<file path="src/hdl/nsbp_pkg.sv">
// Shared codes, types and slice tables for the nine-slice blit planner.
package nsbp_pkg;

   localparam int COORD_BITS_DEFAULT = 16;
   localparam int NUM_SLICES         = 9;

   typedef enum logic [1:0] {
      MODE_NONE    = 2'd0,
      MODE_HOLE    = 2'd1,
      MODE_STRETCH = 2'd2,
      MODE_GRID    = 2'd3
   } draw_mode_type;

   localparam logic [1:0] KIND_COPY    = 2'd0;
   localparam logic [1:0] KIND_STRETCH = 2'd1;
   localparam logic [1:0] KIND_BLEND   = 2'd2;

   localparam logic [1:0] CSR_DRAW_MODE     = 2'd0;
   localparam logic [1:0] CSR_SOURCE_RECT   = 2'd1;
   localparam logic [1:0] CSR_CORNER_INSETS = 2'd2;
   localparam logic [1:0] CSR_HAS_ALPHA     = 2'd3;

   localparam logic [7:0] FULL_ALPHA = 8'd255;

   // Slice set and the blit kind selection for one planned draw.
   typedef struct packed {
      logic [NUM_SLICES-1:0] mask;
      logic [1:0]            kind_corner;
      logic [1:0]            kind_edge;
   } plan_ctrl_type;

   // Emission order: TL, TM, TR, LM, BL, BM, BR, RM, centre.
   function automatic logic [1:0] slice_row(input logic [3:0] idx);
      logic [1:0] r;
      case (idx)
         4'd0, 4'd1, 4'd2: r = 2'd0;
         4'd4, 4'd5, 4'd6: r = 2'd2;
         default:          r = 2'd1;
      endcase
      return r;
   endfunction

   function automatic logic [1:0] slice_col(input logic [3:0] idx);
      logic [1:0] c;
      case (idx)
         4'd0, 4'd3, 4'd4: c = 2'd0;
         4'd2, 4'd6, 4'd7: c = 2'd2;
         default:          c = 2'd1;
      endcase
      return c;
   endfunction

   function automatic logic slice_corner(input logic [3:0] idx);
      logic k;
      case (idx)
         4'd0, 4'd2, 4'd4, 4'd6: k = 1'b1;
         default:                k = 1'b0;
      endcase
      return k;
   endfunction

endpackage

</file>
<file path="src/hdl/nine_slice_blit_planner.sv">
// Top level of the nine-slice blit planner: configuration registers and pipeline.
//
// Each request carries a destination paint rectangle and a constant alpha; the
// block answers with the blit commands that draw the configured bitmap part into
// it. Hole and stretch modes give one command, grid mode gives one command per
// present slice (one to nine, centre always last), and mode none gives no
// command at all. The last command of a request has rsp_last_piece set. Commands
// leave one per cycle from a single output register while rsp_ready is high. A
// request enters two geometry stages (spans, centering offsets, slice edges) and a
// slice sequencer; the first command passes the stage one and stage two registers,
// the sequencer's hold register and the output register. New requests can enter
// the geometry stages while the sequencer works through a grid, until both stages
// are full. Every command is an alpha blend when the texture has alpha or the
// constant alpha is below 255. Output coordinates wrap to COORD_BITS bits. Write
// the csr_ registers only while no request is in flight; csr_ready is always high.
module nine_slice_blit_planner import nsbp_pkg::*; #(
   parameter int COORD_BITS = COORD_BITS_DEFAULT
) (
   input  logic                          clock,
   input  logic                          reset,
   // configuration writes
   input  logic                          csr_valid,
   output logic                          csr_ready,
   input  logic [1:0]                    csr_index,
   input  logic [63:0]                   csr_wdata,
   // paint requests
   input  logic                          req_valid,
   output logic                          req_ready,
   input  logic signed [COORD_BITS-1:0]  req_paint_left,
   input  logic signed [COORD_BITS-1:0]  req_paint_top,
   input  logic signed [COORD_BITS-1:0]  req_paint_right,
   input  logic signed [COORD_BITS-1:0]  req_paint_bottom,
   input  logic [7:0]                    req_global_alpha,
   // blit commands
   output logic                          rsp_valid,
   input  logic                          rsp_ready,
   output logic signed [COORD_BITS-1:0]  rsp_src_left,
   output logic signed [COORD_BITS-1:0]  rsp_src_top,
   output logic signed [COORD_BITS-1:0]  rsp_src_right,
   output logic signed [COORD_BITS-1:0]  rsp_src_bottom,
   output logic signed [COORD_BITS-1:0]  rsp_dst_left,
   output logic signed [COORD_BITS-1:0]  rsp_dst_top,
   output logic signed [COORD_BITS-1:0]  rsp_dst_right,
   output logic signed [COORD_BITS-1:0]  rsp_dst_bottom,
   output logic [1:0]                    rsp_blit_kind,
   output logic                          rsp_last_piece
);

   // Configuration registers
   draw_mode_type draw_mode_ff;
   logic [63:0]   source_rect_ff;
   logic [63:0]   corner_insets_ff;
   logic          has_alpha_ff;

   logic                       plan_valid, plan_ready;
   plan_ctrl_type              plan_ctrl;
   logic [3:0][COORD_BITS-1:0] plan_src_x, plan_src_y, plan_dst_x, plan_dst_y;

   assign csr_ready = 1'b1;

   // Decode the write index and update the addressed register.
   always_ff @(posedge clock) begin
      if (reset) begin
         draw_mode_ff     <= MODE_NONE;
         source_rect_ff   <= '0;
         corner_insets_ff <= '0;
         has_alpha_ff     <= 1'b0;
      end else if (csr_valid) begin
         unique case (csr_index)
            CSR_DRAW_MODE:     draw_mode_ff     <= draw_mode_type'(csr_wdata[1:0]);
            CSR_SOURCE_RECT:   source_rect_ff   <= csr_wdata;
            CSR_CORNER_INSETS: corner_insets_ff <= csr_wdata;
            CSR_HAS_ALPHA:     has_alpha_ff     <= csr_wdata[0];
            default: begin
            end
         endcase
      end
   end

   // Geometry: spans and centering in stage one and two, slice edges after.
   nsbp_geom #(
      .COORD_BITS (COORD_BITS)
   ) u_geom (
      .clock         (clock),
      .reset         (reset),
      .in_valid      (req_valid),
      .in_ready      (req_ready),
      .paint_left    (req_paint_left),
      .paint_top     (req_paint_top),
      .paint_right   (req_paint_right),
      .paint_bottom  (req_paint_bottom),
      .global_alpha  (req_global_alpha),
      .draw_mode     (draw_mode_ff),
      .source_rect   (source_rect_ff),
      .corner_insets (corner_insets_ff),
      .has_alpha     (has_alpha_ff),
      .plan_valid    (plan_valid),
      .plan_ready    (plan_ready),
      .plan_ctrl     (plan_ctrl),
      .plan_src_x    (plan_src_x),
      .plan_src_y    (plan_src_y),
      .plan_dst_x    (plan_dst_x),
      .plan_dst_y    (plan_dst_y)
   );

   // Sequencer: walk the slice mask, one command per cycle while rsp_ready is high.
   nsbp_emit #(
      .COORD_BITS (COORD_BITS)
   ) u_emit (
      .clock          (clock),
      .reset          (reset),
      .plan_valid     (plan_valid),
      .plan_ready     (plan_ready),
      .plan_ctrl      (plan_ctrl),
      .plan_src_x     (plan_src_x),
      .plan_src_y     (plan_src_y),
      .plan_dst_x     (plan_dst_x),
      .plan_dst_y     (plan_dst_y),
      .rsp_valid      (rsp_valid),
      .rsp_ready      (rsp_ready),
      .rsp_src_left   (rsp_src_left),
      .rsp_src_top    (rsp_src_top),
      .rsp_src_right  (rsp_src_right),
      .rsp_src_bottom (rsp_src_bottom),
      .rsp_dst_left   (rsp_dst_left),
      .rsp_dst_top    (rsp_dst_top),
      .rsp_dst_right  (rsp_dst_right),
      .rsp_dst_bottom (rsp_dst_bottom),
      .rsp_blit_kind  (rsp_blit_kind),
      .rsp_last_piece (rsp_last_piece)
   );

   // A planned draw waiting on the sequencer must hold its slice set.
   a_plan_hold: assert property (@(posedge clock) disable iff (reset)
      plan_valid && !plan_ready |=> plan_valid && $stable(plan_ctrl))
      else $error("planned draw changed while stalled");

   // Every planned draw yields at least one command.
   a_plan_nonempty: assert property (@(posedge clock) disable iff (reset)
      plan_valid |-> plan_ctrl.mask != '0)
      else $error("planned draw with no slices");

   // Reset empties the pipeline and the output register.
   a_reset_empty: assert property (@(posedge clock)
      $past(reset) |-> !rsp_valid && !plan_valid)
      else $error("valid item after reset");

endmodule

</file>
<file path="src/hdl/nsbp_geom.sv">
// Two-stage geometry pipeline: spans, centering offsets and grid edge coordinates.
module nsbp_geom import nsbp_pkg::*; #(
   parameter int COORD_BITS = COORD_BITS_DEFAULT
) (
   input  logic                         clock,
   input  logic                         reset,
   input  logic                         in_valid,
   output logic                         in_ready,
   input  logic [COORD_BITS-1:0]        paint_left,
   input  logic [COORD_BITS-1:0]        paint_top,
   input  logic [COORD_BITS-1:0]        paint_right,
   input  logic [COORD_BITS-1:0]        paint_bottom,
   input  logic [7:0]                   global_alpha,
   input  draw_mode_type                draw_mode,
   input  logic [63:0]                  source_rect,
   input  logic [63:0]                  corner_insets,
   input  logic                         has_alpha,
   output logic                         plan_valid,
   input  logic                         plan_ready,
   output plan_ctrl_type                plan_ctrl,
   output logic [3:0][COORD_BITS-1:0]   plan_src_x,
   output logic [3:0][COORD_BITS-1:0]   plan_src_y,
   output logic [3:0][COORD_BITS-1:0]   plan_dst_x,
   output logic [3:0][COORD_BITS-1:0]   plan_dst_y
);

   localparam int EW = ((COORD_BITS > 16) ? COORD_BITS : 16) + 3;
   localparam int PX = EW - COORD_BITS;
   localparam int MX = EW - 16;

   typedef logic signed [EW-1:0] ext_type;

   // Stage 1 registers
   logic          s1_valid_ff, s1_valid_in;
   ext_type       s1_pl_ff, s1_pt_ff, s1_pr_ff, s1_pb_ff;
   ext_type       s1_ml_ff, s1_mt_ff, s1_mr_ff, s1_mb_ff;
   ext_type       s1_cl_ff, s1_ct_ff, s1_cr_ff, s1_cb_ff;
   ext_type       s1_pw_ff, s1_ph_ff, s1_mw_ff, s1_mh_ff;
   draw_mode_type s1_mode_ff;
   plan_ctrl_type s1_ctrl_ff, s1_ctrl_in;

   // Stage 2 registers
   logic          s2_valid_ff, s2_valid_in;
   ext_type       s2_pl_ff, s2_pt_ff, s2_pr_ff, s2_pb_ff;
   ext_type       s2_ml_ff, s2_mt_ff, s2_mr_ff, s2_mb_ff;
   ext_type       s2_cl_ff, s2_ct_ff, s2_cr_ff, s2_cb_ff;
   ext_type       s2_pw_ff, s2_ph_ff, s2_mw_ff, s2_mh_ff;
   ext_type       s2_hx_ff, s2_hy_ff, s2_hx_in, s2_hy_in;
   logic          s2_crop_x_ff, s2_crop_y_ff;
   draw_mode_type s2_mode_ff;
   plan_ctrl_type s2_ctrl_ff;

   ext_type in_pl, in_pt, in_pr, in_pb;
   ext_type in_ml, in_mt, in_mr, in_mb;
   ext_type in_cl, in_ct, in_cr, in_cb;
   ext_type in_mw, span_dx, span_dy;
   logic    blend, in_take, s1_go;
   logic [1:0] kc, ks;
   logic [NUM_SLICES-1:0] grid_mask;

   assign s1_go    = !s2_valid_ff || plan_ready;
   assign in_ready = !s1_valid_ff || s1_go;
   assign in_take  = in_valid && in_ready;

   always_comb begin
      in_pl = {{PX{paint_left[COORD_BITS-1]}}, paint_left};
      in_pt = {{PX{paint_top[COORD_BITS-1]}}, paint_top};
      in_pr = {{PX{paint_right[COORD_BITS-1]}}, paint_right};
      in_pb = {{PX{paint_bottom[COORD_BITS-1]}}, paint_bottom};
      in_ml = {{MX{source_rect[15]}}, source_rect[15:0]};
      in_mt = {{MX{source_rect[31]}}, source_rect[31:16]};
      in_mr = {{MX{source_rect[47]}}, source_rect[47:32]};
      in_mb = {{MX{source_rect[63]}}, source_rect[63:48]};
      in_cl = {{MX{corner_insets[15]}}, corner_insets[15:0]};
      in_ct = {{MX{corner_insets[31]}}, corner_insets[31:16]};
      in_cr = {{MX{corner_insets[47]}}, corner_insets[47:32]};
      in_cb = {{MX{corner_insets[63]}}, corner_insets[63:48]};
      in_mw = in_mr - in_ml;

      blend = has_alpha || (global_alpha < FULL_ALPHA);
      kc    = blend ? KIND_BLEND : KIND_COPY;
      ks    = blend ? KIND_BLEND : KIND_STRETCH;

      grid_mask[0] = (in_cl > 0) && (in_ct > 0);
      grid_mask[1] = (in_ct > 0) && ((in_mw - in_cl - in_cr) > 0);
      grid_mask[2] = (in_ct > 0) && (in_cr > 0);
      grid_mask[3] = (in_cl > 0);
      grid_mask[4] = (in_cb > 0) && (in_cl > 0);
      grid_mask[5] = (in_cb > 0);
      grid_mask[6] = (in_cr > 0) && (in_cb > 0);
      grid_mask[7] = (in_cr > 0);
      grid_mask[8] = 1'b1;

      s1_ctrl_in.kind_edge = ks;
      unique case (draw_mode)
         MODE_GRID: begin
            s1_ctrl_in.mask        = grid_mask;
            s1_ctrl_in.kind_corner = kc;
         end
         MODE_STRETCH: begin
            s1_ctrl_in.mask        = NUM_SLICES'(1);
            s1_ctrl_in.kind_corner = ks;
         end
         default: begin
            s1_ctrl_in.mask        = NUM_SLICES'(1);
            s1_ctrl_in.kind_corner = kc;
         end
      endcase
   end

   // A draw with mode none yields no command: drop it at entry.
   always_comb begin
      if (in_take) begin
         s1_valid_in = (draw_mode != MODE_NONE);
      end else if (s1_go) begin
         s1_valid_in = 1'b0;
      end else begin
         s1_valid_in = s1_valid_ff;
      end
      s2_valid_in = s1_go ? s1_valid_ff : s2_valid_ff;
   end

   // Halve the span difference, truncating toward zero.
   always_comb begin
      span_dx  = s1_mw_ff - s1_pw_ff;
      span_dy  = s1_mh_ff - s1_ph_ff;
      s2_hx_in = $signed(span_dx + EW'(span_dx[EW-1])) >>> 1;
      s2_hy_in = $signed(span_dy + EW'(span_dy[EW-1])) >>> 1;
   end

   always_ff @(posedge clock) begin
      if (reset) begin
         s1_valid_ff <= 1'b0;
         s2_valid_ff <= 1'b0;
      end else begin
         s1_valid_ff <= s1_valid_in;
         s2_valid_ff <= s2_valid_in;
      end
   end

   always_ff @(posedge clock) begin
      if (in_take) begin
         s1_pl_ff   <= in_pl;
         s1_pt_ff   <= in_pt;
         s1_pr_ff   <= in_pr;
         s1_pb_ff   <= in_pb;
         s1_ml_ff   <= in_ml;
         s1_mt_ff   <= in_mt;
         s1_mr_ff   <= in_mr;
         s1_mb_ff   <= in_mb;
         s1_cl_ff   <= in_cl;
         s1_ct_ff   <= in_ct;
         s1_cr_ff   <= in_cr;
         s1_cb_ff   <= in_cb;
         s1_pw_ff   <= in_pr - in_pl;
         s1_ph_ff   <= in_pb - in_pt;
         s1_mw_ff   <= in_mw;
         s1_mh_ff   <= in_mb - in_mt;
         s1_mode_ff <= draw_mode;
         s1_ctrl_ff <= s1_ctrl_in;
      end
      if (s1_go && s1_valid_ff) begin
         s2_pl_ff     <= s1_pl_ff;
         s2_pt_ff     <= s1_pt_ff;
         s2_pr_ff     <= s1_pr_ff;
         s2_pb_ff     <= s1_pb_ff;
         s2_ml_ff     <= s1_ml_ff;
         s2_mt_ff     <= s1_mt_ff;
         s2_mr_ff     <= s1_mr_ff;
         s2_mb_ff     <= s1_mb_ff;
         s2_cl_ff     <= s1_cl_ff;
         s2_ct_ff     <= s1_ct_ff;
         s2_cr_ff     <= s1_cr_ff;
         s2_cb_ff     <= s1_cb_ff;
         s2_pw_ff     <= s1_pw_ff;
         s2_ph_ff     <= s1_ph_ff;
         s2_mw_ff     <= s1_mw_ff;
         s2_mh_ff     <= s1_mh_ff;
         s2_hx_ff     <= s2_hx_in;
         s2_hy_ff     <= s2_hy_in;
         s2_crop_x_ff <= !span_dx[EW-1];
         s2_crop_y_ff <= !span_dy[EW-1];
         s2_mode_ff   <= s1_mode_ff;
         s2_ctrl_ff   <= s1_ctrl_ff;
      end
   end

   // Edge coordinates of the draw; slices pick neighboring pairs.
   ext_type sx [4];
   ext_type sy [4];
   ext_type dx [4];
   ext_type dy [4];

   always_comb begin
      sx[0] = s2_ml_ff;
      sx[1] = s2_ml_ff + s2_cl_ff;
      sx[2] = s2_mr_ff - s2_cr_ff;
      sx[3] = s2_mr_ff;
      sy[0] = s2_mt_ff;
      sy[1] = s2_mt_ff + s2_ct_ff;
      sy[2] = s2_mb_ff - s2_cb_ff;
      sy[3] = s2_mb_ff;
      dx[0] = s2_pl_ff;
      dx[1] = s2_pl_ff + s2_cl_ff;
      dx[2] = s2_pr_ff - s2_cr_ff;
      dx[3] = s2_pr_ff;
      dy[0] = s2_pt_ff;
      dy[1] = s2_pt_ff + s2_ct_ff;
      dy[2] = s2_pb_ff - s2_cb_ff;
      dy[3] = s2_pb_ff;

      unique case (s2_mode_ff)
         MODE_HOLE: begin
            if (s2_crop_x_ff) begin
               sx[0] = s2_ml_ff + s2_hx_ff;
               sx[1] = s2_ml_ff + s2_hx_ff + s2_pw_ff;
               dx[1] = s2_pr_ff;
            end else begin
               sx[1] = s2_mr_ff;
               dx[0] = s2_pl_ff - s2_hx_ff;
               dx[1] = s2_pl_ff - s2_hx_ff + s2_mw_ff;
            end
            if (s2_crop_y_ff) begin
               sy[0] = s2_mt_ff + s2_hy_ff;
               sy[1] = s2_mt_ff + s2_hy_ff + s2_ph_ff;
               dy[1] = s2_pb_ff;
            end else begin
               sy[1] = s2_mb_ff;
               dy[0] = s2_pt_ff - s2_hy_ff;
               dy[1] = s2_pt_ff - s2_hy_ff + s2_mh_ff;
            end
         end
         MODE_STRETCH: begin
            sx[1] = s2_mr_ff;
            sy[1] = s2_mb_ff;
            dx[1] = s2_pr_ff;
            dy[1] = s2_pb_ff;
         end
         default: begin
         end
      endcase

      for (int i = 0; i < 4; i++) begin
         plan_src_x[i] = sx[i][COORD_BITS-1:0];
         plan_src_y[i] = sy[i][COORD_BITS-1:0];
         plan_dst_x[i] = dx[i][COORD_BITS-1:0];
         plan_dst_y[i] = dy[i][COORD_BITS-1:0];
      end
   end

   assign plan_valid = s2_valid_ff;
   assign plan_ctrl  = s2_ctrl_ff;

endmodule

</file>
<file path="src/hdl/nsbp_emit.sv">
// Slice sequencer: holds one planned draw, issues one blit command per unstalled cycle.
module nsbp_emit import nsbp_pkg::*; #(
   parameter int COORD_BITS = COORD_BITS_DEFAULT
) (
   input  logic                         clock,
   input  logic                         reset,
   input  logic                         plan_valid,
   output logic                         plan_ready,
   input  plan_ctrl_type                plan_ctrl,
   input  logic [3:0][COORD_BITS-1:0]   plan_src_x,
   input  logic [3:0][COORD_BITS-1:0]   plan_src_y,
   input  logic [3:0][COORD_BITS-1:0]   plan_dst_x,
   input  logic [3:0][COORD_BITS-1:0]   plan_dst_y,
   output logic                         rsp_valid,
   input  logic                         rsp_ready,
   output logic [COORD_BITS-1:0]        rsp_src_left,
   output logic [COORD_BITS-1:0]        rsp_src_top,
   output logic [COORD_BITS-1:0]        rsp_src_right,
   output logic [COORD_BITS-1:0]        rsp_src_bottom,
   output logic [COORD_BITS-1:0]        rsp_dst_left,
   output logic [COORD_BITS-1:0]        rsp_dst_top,
   output logic [COORD_BITS-1:0]        rsp_dst_right,
   output logic [COORD_BITS-1:0]        rsp_dst_bottom,
   output logic [1:0]                   rsp_blit_kind,
   output logic                         rsp_last_piece
);

   logic                       hold_valid_ff, hold_valid_in;
   logic [NUM_SLICES-1:0]      rem_ff, rem_in;
   logic [3:0][COORD_BITS-1:0] sx_ff, sy_ff, dx_ff, dy_ff;
   logic [1:0]                 kind_corner_ff, kind_edge_ff;

   logic                       rsp_valid_ff, rsp_valid_in;
   logic [COORD_BITS-1:0]      src_l_ff, src_t_ff, src_r_ff, src_b_ff;
   logic [COORD_BITS-1:0]      dst_l_ff, dst_t_ff, dst_r_ff, dst_b_ff;
   logic [1:0]                 kind_ff;
   logic                       last_ff;

   logic [3:0]            idx;
   logic [NUM_SLICES-1:0] onehot, rest;
   logic [1:0]            row, col, row_nx, col_nx;
   logic                  out_free, issue, last, load;

   // Lowest remaining slice goes next.
   always_comb begin
      idx = 4'd0;
      for (int i = NUM_SLICES - 1; i >= 0; i--) begin
         if (rem_ff[i]) begin
            idx = 4'(i);
         end
      end
      onehot = NUM_SLICES'(1) << idx;
      rest   = rem_ff & ~onehot;
      last   = (rest == '0);
      row    = slice_row(idx);
      col    = slice_col(idx);
      row_nx = row + 2'd1;
      col_nx = col + 2'd1;
   end

   assign out_free   = !rsp_valid_ff || rsp_ready;
   assign issue      = hold_valid_ff && out_free;
   assign plan_ready = !hold_valid_ff || (issue && last);
   assign load       = plan_valid && plan_ready;

   always_comb begin
      if (load) begin
         hold_valid_in = 1'b1;
         rem_in        = plan_ctrl.mask;
      end else if (issue) begin
         hold_valid_in = !last;
         rem_in        = rest;
      end else begin
         hold_valid_in = hold_valid_ff;
         rem_in        = rem_ff;
      end
      if (issue) begin
         rsp_valid_in = 1'b1;
      end else if (rsp_ready) begin
         rsp_valid_in = 1'b0;
      end else begin
         rsp_valid_in = rsp_valid_ff;
      end
   end

   always_ff @(posedge clock) begin
      if (reset) begin
         hold_valid_ff <= 1'b0;
         rem_ff        <= '0;
         rsp_valid_ff  <= 1'b0;
      end else begin
         hold_valid_ff <= hold_valid_in;
         rem_ff        <= rem_in;
         rsp_valid_ff  <= rsp_valid_in;
      end
   end

   always_ff @(posedge clock) begin
      if (load) begin
         sx_ff          <= plan_src_x;
         sy_ff          <= plan_src_y;
         dx_ff          <= plan_dst_x;
         dy_ff          <= plan_dst_y;
         kind_corner_ff <= plan_ctrl.kind_corner;
         kind_edge_ff   <= plan_ctrl.kind_edge;
      end
      if (issue) begin
         src_l_ff <= sx_ff[col];
         src_r_ff <= sx_ff[col_nx];
         src_t_ff <= sy_ff[row];
         src_b_ff <= sy_ff[row_nx];
         dst_l_ff <= dx_ff[col];
         dst_r_ff <= dx_ff[col_nx];
         dst_t_ff <= dy_ff[row];
         dst_b_ff <= dy_ff[row_nx];
         kind_ff  <= slice_corner(idx) ? kind_corner_ff : kind_edge_ff;
         last_ff  <= last;
      end
   end

   assign rsp_valid      = rsp_valid_ff;
   assign rsp_src_left   = src_l_ff;
   assign rsp_src_top    = src_t_ff;
   assign rsp_src_right  = src_r_ff;
   assign rsp_src_bottom = src_b_ff;
   assign rsp_dst_left   = dst_l_ff;
   assign rsp_dst_top    = dst_t_ff;
   assign rsp_dst_right  = dst_r_ff;
   assign rsp_dst_bottom = dst_b_ff;
   assign rsp_blit_kind  = kind_ff;
   assign rsp_last_piece = last_ff;

endmodule

</file>
<file path="config.mk">
export PLATFORM = sky130hd
export DESIGN_NAME = nine_slice_blit_planner
export DESIGN_NICKNAME = d
export VERILOG_FILES = /design/src/hdl/nsbp_pkg.sv /design/src/hdl/nine_slice_blit_planner.sv /design/src/hdl/nsbp_geom.sv /design/src/hdl/nsbp_emit.sv
export SDC_FILE = /design/constraint.sdc
export NUM_CORES = 2
export LEC_CHECK = 0
export ABC_AREA = 1
export BUFFER_PORTS_ARGS = -buffer_cell sky130_fd_sc_hd__clkbuf_2
export CAP_MARGIN = 15
export CORE_MARGIN = 8
export CORE_UTILIZATION = 62
export CTS_BUF_LIST = sky130_fd_sc_hd__clkbuf_16
export DETAILED_ROUTE_END_ITERATION = 16
export PLACE_DENSITY_LB_ADDON = 0.05
export SYNTH_ARGS = -nofsm -noshare
export SYNTH_HDL_FRONTEND = slang
export SYNTH_SLANG_ARGS = --single-unit
</file>
<file path="constraint.sdc">
create_clock -name clock -period 14.77 [get_ports clock]
set_input_delay 0 -clock clock [delete_from_list [all_inputs] [get_ports clock]]
set_output_delay 0 -clock clock [all_outputs]
set_load 0.05 [all_outputs]
</file>
# ---- Word-level counts from Yosys, hierarchy flattened
# Index checks and enable logic that the tools add are counted.
dict set report totals {
  out_inout_bits 134
  ff_bits 1115
  elab_cells 231
}
dict set report classes {
  n_bitwise 2
  n_reduce_logical 38
  order_cmp 10
  n_eq_ne 14
  n_shift 1
  muxes 57
  addsub 28
}
# op count
set ops {}
lappend ops {{$mux W16} 20}
lappend ops {{$bmux W16 S2} 8}
lappend ops {{$add A16 B16 Y16} 10}
lappend ops {{$pmux W16 S2} 4}
lappend ops {{$sub A16 B16 Y16} 6}
lappend ops {{$sub A16 B16 Y17} 4}
lappend ops {{$gt A16 B1 Y1 const B} 4}
lappend ops {{$mux W4} 9}
lappend ops {{$sub A17 B17 Y18} 2}
lappend ops {{$add A17 B1 Y17} 2}
lappend ops {{$gt A32 B1 Y1 const B} 1}
lappend ops {{$pmux W11 S2} 1}
lappend ops {{$sub A18 B16 Y19} 1}
lappend ops {{$mux W9} 2}
lappend ops {{$sub A17 B16 Y18} 1}
lappend ops {{$eq A4 B3 Y1 const B} 4}
lappend ops {{$lt A2 B3 Y1 const B} 4}
lappend ops {{$reduce_or A3 Y1} 4}
lappend ops {{$eq A2 B2 Y1 const B} 5}
lappend ops {{$logic_and A1 B1 Y1} 10}
lappend ops {{$and A9 B9 Y9} 1}
lappend ops {{$logic_not A9 Y1} 1}
lappend ops {{$not A9 Y9} 1}
lappend ops {{$shl A1 B4 Y9 const A} 1}
lappend ops {{other kinds (15)} 44}

# ---- Longest topological paths before layout
dict set report depth {
  word_depth 19
  ltp_mapped 27
  depth_no_buf 27
}

# ---- Cells and area by module
# A second synthesis with hierarchy kept.
dict set report unflattened {
  cells_unflattened 5909
  area_unflattened_um2 58762.6
}
# mod area_each_um2 instances seq_area_each_um2 cells_each
set by_module_without_submodules {}
lappend by_module_without_submodules {nsbp_geom 38421.8 1 17456.7 4054}
lappend by_module_without_submodules {nsbp_emit 14929.3 1 11961.5 1018}
lappend by_module_without_submodules {nine_slice_blit_planner 5411.4 1 2622.5 837}

# ---- Worst setup path before layout
# OpenSTA, ideal clock, no wires.
dict set report synth_timing {
  path_type {flip-flop to flip-flop}
  from {register u_emit.rsp_valid_ff (netlist: u_emit.rsp_valid)}
  to {register u_geom.s2_ctrl_ff, in the netlist u_geom.plan_ctrl[0] (enable)}
  stages_incl_launch_ff 8
  synth_period_minus_slack_ns 10.445
  path_buffers 0
  t_required_ns 14.114
  setup_slack_ns 4.325
  t_arrival_ns 9.789
  setup_time_ns 0.656
  cell_sequence {dfxtp_1 > nand2_1 > nand2_1 > inv_1 > nand3_4 > nand3_1 > nand2_1 > inv_1}
}
dict set report synth_between {
  elab_chain_len 7
}
# element line
set synth_lines {}
lappend synth_lines {{start: declaration} nsbp_emit.sv:33} ;# logic rsp_valid_ff, rsp_valid_in;
lappend synth_lines {{start signal: assignment} nsbp_emit.sv:94} ;# rsp_valid_ff <= rsp_valid_in;
lappend synth_lines {{$logic_not A1 Y1} nsbp_emit.sv:61} ;# assign out_free = !rsp_valid_ff || rsp_ready;
lappend synth_lines {{$logic_or A1 B1 Y1} nsbp_emit.sv:61}
lappend synth_lines {{$logic_and A1 B1 Y1} nsbp_emit.sv:62} ;# assign issue = hold_valid_ff && out_free;
lappend synth_lines {{via u_emit.issue} nsbp_emit.sv:42} ;# logic out_free, issue, last, load;
lappend synth_lines {{$logic_and A1 B1 Y1} nsbp_emit.sv:63} ;# assign plan_ready = !hold_valid_ff || (issue && last);
lappend synth_lines {{$logic_or A1 B1 Y1} nsbp_emit.sv:63}
lappend synth_lines {{$logic_or A1 B1 Y1} nsbp_geom.sv:61} ;# assign s1_go = !s2_valid_ff || plan_ready;
lappend synth_lines {{$logic_and A1 B1 Y1} nsbp_geom.sv:162} ;# if (s1_go && s1_valid_ff) begin
lappend synth_lines {{end signal: assignment} nsbp_geom.sv:184} ;# s2_ctrl_ff <= s1_ctrl_ff;
lappend synth_lines {{end: declaration} nsbp_geom.sv:51} ;# plan_ctrl_type s2_ctrl_ff;
# The timed path passes the listed nets, and every way through them passes these cells.
# A chain may end at the register's enable or synchronous reset.

==> impl_metrics.py <==
metrics = {
    "floorplanning": {
        "start_util_pct": 62.6,
        "rows": 111,
        "die-area_mm2": 0.103,
        "die_w_um": 321,
        "io_pins": 277,
        "chipHeight_um": 321,
        "core_mm2": 0.0918,
    },
    "critical_path": {
        "critPathSlowestCell": "fa_1",
        "cp-start-kind": "register",
        "path_buf_inv": 5,
        "cp.required_ns": 15.27,
        "cp-end-kind": "register",
        "critPathKind": "register to register",
        "crit_fanout": 4,
        "critPathTopFamily": "adder cells",
        "worstSetupStartpoint": "source_rect_ff[32]",
        "rr_startpoint": "source_rect_ff[32]",
        "worstPathArrival_ns": 5.25,
        "cpMostUsedCell": "inv_1",
        "max_stage_delay_ns": 0.46,
    },
    "grt": {
        "grt_max_degree": 137,
        "grt_usage_pct": 32.8,
        "grt_pass1_vias": 41800,
        "overflow": 0,
        "grt_pass1_wl_um": 254000,
        "antenna_found_initial": 11,
    },
    "timing": {
        "setup_viol": 0,
        "fin_tns_setup_ns": 0,
        "fin_skew_ns": 0.0412,
        "hold_viol": 0,
        "final.min_clock_period_ns": 4.75,
        "max_slew_margin_pct": 25.4,
        "rsz0062_at_grt": "false",
        "drv_slew": 0,
        "fmax_mhz": 211,
        "max_slew.worst_pin.slew_ns": 1.12,
        "post-route-period-util_pct": 32.2,
    },
    "drt": {
        "vias_per_cell": 5.81,
        "drt_wl_total_um": 173000,
        "wl_per_cell_um": 23.1,
        "remaining_drc_errors": 0,
        "firstDrtPassIters": 6,
        "drt_iter0_markers": 4457,
        "ant_nets": 0,
        "vias": 43400,
    },
    "clock_tree": {
        "cts_buffer_depth": 3,
        "clock_latency_ns": 0.73,
        "clk_pin_slew_ns": 0.07,
        "cts_root_buf": "clkbuf_16",
        "post_cts_buffers": 0,
        "htree_levels": 3,
        "cts_inserted_buffers": 110,
        "tritoncts": "built",
        "cts_num_sinks": 1115,
    },
    "finish": {
        "syn_to_final_growth_pct": 14.5,
        "fillers": 6651,
        "drive_gt1_share_pct": 8.67,
        "mostFrequentLayoutCells": "1159 x nand2_1, 971 x edfxtp_1, 715 x inv_1, 544 x a21oi_1, 387 x ha_1",
        "fin_area_mm2": 0.0658,
        "layout.nets": 6704,
        "final_common_cell": "nand2_1",
        "fin_cells": 7476,
    },
    "synthesis": {
        "syn-instance-count": 5659,
        "synth.avg_cell_area_um2": 10.2,
        "ys_seq_elements": 1115,
        "syn_area_mm2": 0.0575,
        "synth_edf_count": 971,
        "synthDistinctLibCells": 60,
        "synth_warnings": 0,
        "seq_area_frac_synth_pct": 55.7,
        "synth_fp_nets": 6231,
        "async_flop_share_pct": 0,
        "synth_ff_type": "edfxtp_1",
    },
    "placement": {
        "portBuffers": 275,
        "placed_area_mm2": 0.0602,
        "dp.cells": 7089,
        "hpwl_um": 130000,
        "place_congestion": 0.985,
    },
    "outcome": {
        "outcome": "finished clean",
    },
    "job": {
        "maxCapViolCount": 0,
    },
    "power": {
        "total_power_mw": 9.42,
        "p_per_area_mw_per_mm2": 143,
        "cellLeakagePower_nw": 28.2,
        "vdd_ir_drop_max_v": 0.000210,
    },
    "min_path": {
        "hold_start": "req_paint_left[5]",
        "holdCritPathClass": "input pin to register",
    },
}
## final cells by class
class	count	area (µm²)	area share (%)
sequential	1115	32000	48.7
clock buffer	110	2750	4.18
inverter	710	2690	4.09
timing repair buffer	473	3310	5.03
tap	1243	1560	2.36
multi-input combinational	3722	22400	34.0
antenna	3	7.51	0.0114
clock inverter	100	1080	1.64
## cell usage after synthesis (4+ instances only)
cell | instances | area [µm²]
xor2_1 | 203 | 1780
dfxtp_1 | 144 | 2880
fa_1 | 41 | 821
nand3_1 | 281 | 1410
nand3b_1 | 10 | 75.1
and2_1 | 4 | 25.0
o211ai_1 | 22 | 165
o21ai_0 | 334 | 1670
a221oi_1 | 12 | 105
nor2_4 | 4 | 45.0
inv_1 | 697 | 2620
a21boi_1 | 15 | 113
edfxtp_1 | 971 | 29200
a22oi_1 | 31 | 233
nor3_1 | 38 | 190
clkbuf_1 | 85 | 319
o21bai_1 | 20 | 150
ha_1 | 388 | 4850
inv_2 | 9 | 33.8
a21o_1 | 31 | 233
nand2_2 | 4 | 25.0
o21a_1 | 6 | 45.0
o2111ai_1 | 4 | 35.0
or2_2 | 24 | 150
mux2i_1 | 27 | 270
o31ai_1 | 18 | 135
clkinv_1 | 4 | 15.0
xnor2_1 | 79 | 692
nand4_1 | 29 | 181
a21boi_0 | 21 | 158
o21ai_1 | 21 | 105
buf_2 | 15 | 75.1
nor4_1 | 7 | 43.8
a31oi_1 | 37 | 231
nand2_1 | 1160 | 4350
nor2_1 | 277 | 1040
a21oi_1 | 544 | 2720
buf_1 | 8 | 30.0
## state kept, by name, indices dropped and copies added (netlist names), 17 cells and up
register          count
u_emit.sy_ff         64
source_rect_ff       64
corner_insets_ff     64
u_emit.sx_ff         64
u_geom.s1_pw_ff      17
u_geom.s1_mw_ff      17
u_emit.dy_ff         64
u_geom.s1_mh_ff      17
u_geom.s1_ph_ff      17
u_emit.dx_ff         64
## through the flow
step / utilization (%) / worst slack (ns) / hold WS, ns
global route: 71.7 / 9.62 / 0.0360
finish: 71.7 / 10.02 / 0.0336
detailed placement: 65.6 / 10.09 / 0.197
global placement: 65.6 / 10.08 / 0.193
CTS: 71.7 / 10.07 / 0.000284
floorplan: - / 4.33 / 0.0691
## final timing paths
| kind | end | slack, ns | cells after the start |
|---|---|---|---|
| worst min register to register | u_geom.s1_cb_ff[0] | 0.41 | 0 |
| worst max-delay path | u_geom.s1_ctrl_ff[5] | 10.02 | 25 |
| worst min-delay path | u_geom.s1_pl_ff[5] | 0.03 | 2 |
| worst max register to register | u_geom.s1_ctrl_ff[5] | 10.02 | 25 |
## kinds of logic after synthesis
family,Yosys count,synth area share [%]
compound gates,1134,10.9
xor+xnor,282,4.30
fa+ha+maj,429,9.87
simple gates,1847,13.3
buf+inv,822,5.43
mux,29,0.509
other cells,1,0.00652
flops,1115,55.7
## timing repair
item | CTS | global route
hold buffers | 173 | 0
resized for setup | 0 | 0
endpoints found under the hold margin | 238 | 0
## per-layer routing
layer  vias to the layer above  GRT usage [%]  wire length, µm
met5                         -              0               41
li1                      20500              -                -
met3                       495           4.22            11500
met2                      1909           55.6            82900
met4                         6           21.7            13900
met1                     20500           39.2            64300
## report_power, final
part | switching [mW] | internal [mW]
Sequential | 0.115 | 3.68
Clock | 1.26 | 1.67
Combinational | 1.76 | 0.942
Total | 3.13 | 6.29
(Power assumes the default switching activity.)
